--- config.mk ---
export PLATFORM = sky130hd
export DESIGN_NAME = gaussian_noise_pixel
export DESIGN_NICKNAME = d
export VERILOG_FILES = /design/src/rtl/gnp_pkg.sv /design/src/rtl/gaussian_noise_pixel.sv
export SDC_FILE = /design/constraint.sdc
export NUM_CORES = 2
export LEC_CHECK = 0
export BUFFER_PORTS_ARGS = -buffer_cell sky130_fd_sc_hd__buf_2
export CORE_MARGIN = 10
export CORE_UTILIZATION = 45
export CTS_BUF_LIST = sky130_fd_sc_hd__clkbuf_4
export DETAILED_ROUTE_END_ITERATION = 12
export HOLD_SLACK_MARGIN = 0.03
export PLACE_DENSITY = 0.57
export SYNTH_ARGS = -nofsm -noshare
export SYNTH_HDL_FRONTEND = slang
export SYNTH_SLANG_ARGS = --single-unit
--- constraint.sdc ---
create_clock -name clk_i -period 13.6 [get_ports clk_i]
set_clock_uncertainty 0.2 [all_clocks]
set_input_delay 2.72 -clock clk_i [delete_from_list [all_inputs] [get_ports clk_i]]
set_output_delay 2.72 -clock clk_i [all_outputs]
set_load 0.01 [all_outputs]
--- src/rtl/gnp_pkg.sv ---
`default_nettype none

package gnp_pkg;

  localparam int unsigned GEN_W     = 31;
  localparam int unsigned FRAC_BITS = 27;
  localparam int unsigned PIX_W     = 8;
  localparam int unsigned LVL_W     = 8;

  // Linear congruential generator, modulo 2^31.
  localparam logic [GEN_W-1:0] LCG_MUL = 31'd1103515245;
  localparam logic [GEN_W-1:0] LCG_ADD = 31'd12345;

  // Configuration port.
  localparam int unsigned CFG_IDX_W  = 3;
  localparam int unsigned CFG_DATA_W = 31;

  localparam logic [CFG_IDX_W-1:0] REG_SEED      = 3'd0;
  localparam logic [CFG_IDX_W-1:0] REG_AMPLITUDE = 3'd1;
  localparam logic [CFG_IDX_W-1:0] REG_THR_EN    = 3'd2;
  localparam logic [CFG_IDX_W-1:0] REG_THR_LEVEL = 3'd3;
  localparam logic [CFG_IDX_W-1:0] REG_HIGH      = 3'd4;
  localparam logic [CFG_IDX_W-1:0] REG_LOW       = 3'd5;

  // Reset values.
  localparam logic [GEN_W-1:0] SEED_RST      = 31'd1;
  localparam logic [GEN_W-1:0] GEN_RST       = 31'd1;
  localparam logic [LVL_W-1:0] AMPLITUDE_RST = 8'd30;
  localparam logic             THR_EN_RST    = 1'b0;
  localparam logic [LVL_W-1:0] THR_LEVEL_RST = 8'd128;
  localparam logic [LVL_W-1:0] HIGH_RST      = 8'd255;
  localparam logic [LVL_W-1:0] LOW_RST       = 8'd0;

endpackage

`default_nettype wire

--- src/rtl/gaussian_noise_pixel.sv ---
// Channel  Direction  Handshake                 Word
// in       sink       in_valid_i / in_ready_o   base_pixel_i, restart_i
// out      source     out_valid_o / out_ready_i pixel_o
// cfg      sink       cfg_valid_i / cfg_ready_o cfg_index_i, cfg_data_i
//
// From acceptance to the output register a pixel passes through one generator
// step per term through the 31-bit multiplier, then the last sum add, the
// amplitude multiply, the noise shift and the clamp.
// The input is not ready while a pixel is in work; it is ready again as soon
// as the result sits in the output register, even if that word is not taken.
// A stalled output holds the block in its final cycle. Reset is asynchronous
// and active low; the configuration port is always ready.
`default_nettype none

module gaussian_noise_pixel #(
  parameter int unsigned SUM_TERMS = 12
) (
  input  wire logic                           clk_i,
  input  wire logic                           rst_ni,
  input  wire logic                           in_valid_i,
  output logic                                in_ready_o,
  input  wire logic [gnp_pkg::PIX_W-1:0]      base_pixel_i,
  input  wire logic                           restart_i,
  output logic                                out_valid_o,
  input  wire logic                           out_ready_i,
  output logic [gnp_pkg::PIX_W-1:0]           pixel_o,
  input  wire logic                           cfg_valid_i,
  output logic                                cfg_ready_o,
  input  wire logic [gnp_pkg::CFG_IDX_W-1:0]  cfg_index_i,
  input  wire logic [gnp_pkg::CFG_DATA_W-1:0] cfg_data_i
);

  localparam int unsigned GEN_W   = gnp_pkg::GEN_W;
  localparam int unsigned FRAC    = gnp_pkg::FRAC_BITS;
  localparam int unsigned PIX_W   = gnp_pkg::PIX_W;
  localparam int unsigned LVL_W   = gnp_pkg::LVL_W;
  localparam int unsigned TERM_W  = GEN_W - 4;
  localparam int unsigned CNT_W   = $clog2(SUM_TERMS + 1);
  localparam int unsigned SUM_W   = FRAC + $clog2(SUM_TERMS + 1);
  localparam int unsigned DIFF_W  = SUM_W + 1;
  localparam int unsigned PROD_W  = DIFF_W + LVL_W + 1;
  localparam int unsigned NOISE_W = PROD_W - FRAC;
  localparam int unsigned M_W     = NOISE_W + 1;

  localparam logic [SUM_W-1:0]  CENTRE   = SUM_W'(SUM_TERMS * (2 ** (FRAC - 1)));
  localparam logic [PROD_W-1:0] BIAS     = PROD_W'((2 ** FRAC) - 1);
  localparam logic [CNT_W-1:0]  LAST_CNT = CNT_W'(SUM_TERMS - 1);

  localparam logic [2:0] S_IDLE  = 3'd0;
  localparam logic [2:0] S_STEP  = 3'd1;
  localparam logic [2:0] S_ACC   = 3'd2;
  localparam logic [2:0] S_MUL   = 3'd3;
  localparam logic [2:0] S_NOISE = 3'd4;
  localparam logic [2:0] S_FIN   = 3'd5;

  logic [2:0]         state_q, state_d;
  logic [CNT_W-1:0]   cnt_q, cnt_d;
  logic [GEN_W-1:0]   gen_q, gen_d;
  logic [SUM_W-1:0]   sum_q, sum_d;
  logic [PROD_W-1:0]  prod_q, prod_d;
  logic [NOISE_W-1:0] noise_q, noise_d;
  logic [PIX_W-1:0]   base_q, base_d;
  logic               out_valid_q, out_valid_d;
  logic [PIX_W-1:0]   pixel_q, pixel_d;

  logic [GEN_W-1:0]   seed_q;
  logic [LVL_W-1:0]   amp_q;
  logic               thr_en_q;
  logic [LVL_W-1:0]   thr_lvl_q;
  logic [LVL_W-1:0]   high_q;
  logic [LVL_W-1:0]   low_q;

  logic [GEN_W-1:0]   lcg_next;
  logic [SUM_W-1:0]   sum_acc;
  logic [DIFF_W-1:0]  diff;
  logic signed [DIFF_W-1:0] diff_ext;
  logic signed [LVL_W:0]    amp_ext;
  logic [PROD_W-1:0]  prod_biased;
  logic [M_W-1:0]     mixed;
  logic [PIX_W-1:0]   clamped;
  logic [PIX_W-1:0]   result;
  logic               in_acc, out_free;

  assign in_ready_o  = (state_q == S_IDLE);
  assign in_acc      = in_valid_i && in_ready_o;
  assign out_free    = !out_valid_q || out_ready_i;
  assign out_valid_o = out_valid_q;
  assign pixel_o     = pixel_q;
  assign cfg_ready_o = 1'b1;

  // The generator multiplier: the product keeps only the low 31 bits.
  assign lcg_next = gen_q * gnp_pkg::LCG_MUL + gnp_pkg::LCG_ADD;
  assign sum_acc  = sum_q + SUM_W'(gen_q[GEN_W-1:GEN_W-TERM_W]);

  assign diff     = {1'b0, sum_q} - {1'b0, CENTRE};
  assign diff_ext = diff;
  assign amp_ext  = {1'b0, amp_q};

  // Division by 2^27 truncating toward zero: bias negative products first.
  assign prod_biased = prod_q + (prod_q[PROD_W-1] ? BIAS : '0);

  assign mixed = {noise_q[NOISE_W-1], noise_q} + {{(M_W-PIX_W){1'b0}}, base_q};

  always_comb begin
    if (mixed[M_W-1]) begin
      clamped = '0;
    end else if (|mixed[M_W-2:PIX_W]) begin
      clamped = '1;
    end else begin
      clamped = mixed[PIX_W-1:0];
    end
    if (thr_en_q) begin
      result = (clamped >= thr_lvl_q) ? high_q : low_q;
    end else begin
      result = clamped;
    end
  end

  always_comb begin
    state_d     = state_q;
    cnt_d       = cnt_q;
    gen_d       = gen_q;
    sum_d       = sum_q;
    prod_d      = prod_q;
    noise_d     = noise_q;
    base_d      = base_q;
    pixel_d     = pixel_q;
    out_valid_d = out_valid_q && !out_ready_i;
    case (state_q)
      S_IDLE: begin
        if (in_acc) begin
          base_d  = base_pixel_i;
          gen_d   = restart_i ? seed_q : gen_q;
          sum_d   = '0;
          cnt_d   = '0;
          state_d = S_STEP;
        end
      end
      S_STEP: begin
        // The sum adds the registered generator word, so it trails the generator; the first step adds nothing.
        gen_d = lcg_next;
        if (cnt_q != '0) begin
          sum_d = sum_acc;
        end
        cnt_d = cnt_q + CNT_W'(1);
        if (cnt_q == LAST_CNT) begin
          state_d = S_ACC;
        end
      end
      S_ACC: begin
        sum_d   = sum_acc;
        state_d = S_MUL;
      end
      S_MUL: begin
        prod_d  = PROD_W'(diff_ext * amp_ext);
        state_d = S_NOISE;
      end
      S_NOISE: begin
        noise_d = prod_biased[PROD_W-1:FRAC];
        state_d = S_FIN;
      end
      S_FIN: begin
        if (out_free) begin
          pixel_d     = result;
          out_valid_d = 1'b1;
          state_d     = S_IDLE;
        end
      end
      default: begin
        state_d = S_IDLE;
      end
    endcase
  end

  always_ff @(posedge clk_i or negedge rst_ni) begin
    if (!rst_ni) begin
      state_q     <= S_IDLE;
      cnt_q       <= '0;
      gen_q       <= gnp_pkg::GEN_RST;
      out_valid_q <= 1'b0;
    end else begin
      state_q     <= state_d;
      cnt_q       <= cnt_d;
      gen_q       <= gen_d;
      out_valid_q <= out_valid_d;
    end
  end

  always_ff @(posedge clk_i) begin
    sum_q   <= sum_d;
    prod_q  <= prod_d;
    noise_q <= noise_d;
    base_q  <= base_d;
    pixel_q <= pixel_d;
  end

  always_ff @(posedge clk_i or negedge rst_ni) begin
    if (!rst_ni) begin
      seed_q    <= gnp_pkg::SEED_RST;
      amp_q     <= gnp_pkg::AMPLITUDE_RST;
      thr_en_q  <= gnp_pkg::THR_EN_RST;
      thr_lvl_q <= gnp_pkg::THR_LEVEL_RST;
      high_q    <= gnp_pkg::HIGH_RST;
      low_q     <= gnp_pkg::LOW_RST;
    end else if (cfg_valid_i) begin
      case (cfg_index_i)
        gnp_pkg::REG_SEED:      seed_q    <= cfg_data_i[GEN_W-1:0];
        gnp_pkg::REG_AMPLITUDE: amp_q     <= cfg_data_i[LVL_W-1:0];
        gnp_pkg::REG_THR_EN:    thr_en_q  <= cfg_data_i[0];
        gnp_pkg::REG_THR_LEVEL: thr_lvl_q <= cfg_data_i[LVL_W-1:0];
        gnp_pkg::REG_HIGH:      high_q    <= cfg_data_i[LVL_W-1:0];
        gnp_pkg::REG_LOW:       low_q     <= cfg_data_i[LVL_W-1:0];
        default: begin
        end
      endcase
    end
  end

endmodule

`default_nettype wire

==> flow_summary.ini <==
[job]
maxCapViolations = 0

[synth]
synth_edf_count = 102
ys_seq_area_share_pct = 20.3
synth_fp_nets = 3669
yosysTopAreaCellShare_pct = 27.0
synth_seq_cells = 205
postSynth.topFlopCell = sky130_fd_sc_hd__edfxtp_1
ys_types = 69
postSynthCellCount = 2895
ys_top_cells_by_area = sky130_fd_sc_hd__fa_1 (27%), sky130_fd_sc_hd__ha_1 (16%), sky130_fd_sc_hd__edfxtp_1 (11%)
netlist_area_um2 = 27900
synth_async_sr_flop_share_pct = 50.2
yosys_warnings = 0
syn_area_per_cell_um2 = 9.65
synth_largest_area_cell = sky130_fd_sc_hd__fa_1

[placed_design]
portBuffers = 57
place_area_um2 = 29200
preCtsSetupSlack_ns = 5.90
dpl.hpwl_um = 57700
gp_congestion = 0.931

[setup_path]
reg2reg_setup_slack_ns = 5.69
worstSetupStartpointType = flip-flop
slowest_stage = sky130_fd_sc_hd__dfrtp_1
worst_ep_arrival_time_ns = 8.37
reg2reg_to = gen_q[30]$_DFFE_PN0P_
worst-path-buf-inv = 5
rr_worst_depth = 25
crit_path_end_kind = flip-flop
worst_ep_required_time_ns = 14.06
critical-path-top-delay-family = adder cells
path_common_cell = sky130_fd_sc_hd__fa_1
cpPeakStageDelay_ns = 0.68
startpoint_of_the_most_critical_register_to_register_path = gen_q[6]$_DFFE_PN0P_
crit_fanout = 10
criticalPathCategory = flip-flop to flip-flop

[drt]
first_iter_violations = 865
met3_wirelength_um = 2530
firstDrtPassIters = 5
drc_errors = 0
detailroute.wirelength.met2_um = 34700
wl_met1_um = 31300
dr_total_vias = 19781
routed_wire_length_per_instance_um = 18.2
totalWireLength_um = 70200
vias_per_cell = 5.12
detail-route-antenna-nets = 0
top_layer = met4

[timing]
smallest_setup_slack_after_layout_ns = 5.69
rsz0062_at_grt = no
worst_slew_margin_rel_pct = 13.1
finalHoldViolations = 0
final.min_clock_period_ns = 7.91
slew_viol_final = 0
min_period_over_period_pct = 58.2
maxClockFrequency_mhz = 126
final-setup-viol-count = 0
worst_pin_slew_ns = 1.29
totalNegativeSetupSlack_ns = 0

[floorplanning]
die_area_um2 = 72500
die_w_um = 269
pin_count = 59
die_y_um = 269
floorplan.initialDensity_pct = 45.4
core.rowCount = 91
design.core.area_um2 = 61600

[hold_path]
hold_class = flip-flop to flip-flop
min_to = gen_q[3]$_DFFE_PN0P_
worst_hold_path.num_cells = 2
worstHoldStart = seed_q[3]$_DFFE_PN0P_

[global_route]
grt_max_degree = 72
grt_pass1_wl_um = 116000
grtUsageTotal_pct = 19.8
initial_antenna_violation_count = 2
first_global_vias = 21555
grt_remaining_overflow = 0

[cts]
cts-htree-levels = 2
clkSlewWorstSetupHoldPaths_ns = 0.07
tritoncts = built
post_cts_resize_count = 0
hold_buffers = 0
post_cts_setup_inserts = 0
cts_num_sinks = 205
cts_made_buffers = 61
cts.path.max_buffers = 3
clk_latency_ns = 0.87
clock-root-buffer = sky130_fd_sc_hd__clkbuf_4

[final_layout]
postLayoutCellArea_um2 = 30100
area_delta_synth_final_pct = 7.62
finish.utilization_pct = 48.8
layout.nets = 3743
layout-drive-gt1-share_pct = 8.93
n_fill_cell = 5931

[outcome]
status = complete, no violations
-- registers in the layout, summed over array words and instances (netlist names), 14 cells and up --
register	flops
gen_q	31
seed_q	31
sum_q	31
prod_q	41
noise_q	14
-- routing by layer --
metal / track usage (%) / vias up
li1: - / 9404
met4: 5.41 / 0
met2: 34.7 / 343
met5: 0 / -
met1: 25.6 / 9941
met3: 2.17 / 93
-- worst max-delay path by stage --
stage | cells after the start | end | start | slack (ns)
after floorplan | 24 | gen_q[19]$_DFFE_PN0P_ | gen_q[7]$_DFFE_PN0P_ | 6.93
after global placement | 24 | gen_q[29]$_DFFE_PN0P_ | gen_q[8]$_DFFE_PN0P_ | 5.96
after detailed placement | 24 | gen_q[29]$_DFFE_PN0P_ | gen_q[7]$_DFFE_PN0P_ | 5.90
after CTS | 25 | gen_q[28]$_DFFE_PN0P_ | gen_q[6]$_DFFE_PN0P_ | 5.76
after global routing | 25 | gen_q[30]$_DFFE_PN0P_ | gen_q[6]$_DFFE_PN0P_ | 5.29
final | 25 | gen_q[30]$_DFFE_PN0P_ | gen_q[6]$_DFFE_PN0P_ | 5.69
-- per-stage QoR --
stage,hold WS (ns),cells
global placement,0.282,3743
global route,0.317,3860
finish,0.293,3864
floorplan,0.269,2895
CTS,0.303,3859
detailed placement,0.289,3743
-- cell type report --
type                            count  area [µm²]  area share (%)
Clock inverter                     24         201           0.670
Tap cell                          837        1050            3.48
Antenna cell                        5        12.5          0.0416
Multi-Input combinational cell   1925       19400            64.6
Clock buffer                       92         691            2.30
Sequential cell                   205        5660            18.8
Timing Repair Buffer               70         385            1.28
Inverter                          706        2650            8.81
-- cell usage after synthesis (all sizes together), types with 3 or more instances --
cell,number
a211oi,20
nor4,5
edfxtp,102
nor3,33
nor3b,4
o31a,3
a31oi,16
nor2b,17
nand2,184
nand3,29
or2,4
mux2i,10
a21oi,127
dfrtp,88
mux2,64
fa,377
o31ai,9
a22oi,5
xor2,48
a21boi,5
o21bai,9
and2,162
and4,5
o21a,9
dfstp,15
nand4,6
ha,349
or3,6
a2111oi,3
a21o,54
o22ai,3
nand2b,20
nor2,86
xnor2,87
and3,23
o211ai,11
o311ai,10
buf,4
o21ai,90
clkbuf,55
inv,706
a221oi,6
-- worst reg2reg max path, delay by kind of cell (launching register included) --
family / cells / cell delay (ns)
AOI/OAI and AO/OA: 5 / 1.62
xor gates and xnor gates: 2 / 0.40
and+or+nand+nor: 4 / 0.54
buffers and inverters: 5 / 0.26
DFF: 1 / 0.68
adders and majority gates: 9 / 3.99
-- layout by cell type (no fill, tap or decap), drive strengths merged, types with 88 or more instances in the layout --
cell type	instances
inv	708
fa	377
ha	349
nand2	184
and2	162
a21oi	127
edfxtp	102
clkbuf	92
o21ai	90
dfrtp	88
-- cells by family after synthesis --
kind of cell	count (synthesis)	share of synthesized area (%)
fa+ha+maj	726	42.6
simple gates	594	10.8
mux	74	2.94
other cells	1	0.0134
buf+inv	765	10.3
flops	205	20.3
xor+xnor	135	4.23
compound gates	395	8.84
Power is left out: the tool's default activity adds up to more than one toggle a clock period on the data nets, which glitch-free logic cannot reach.
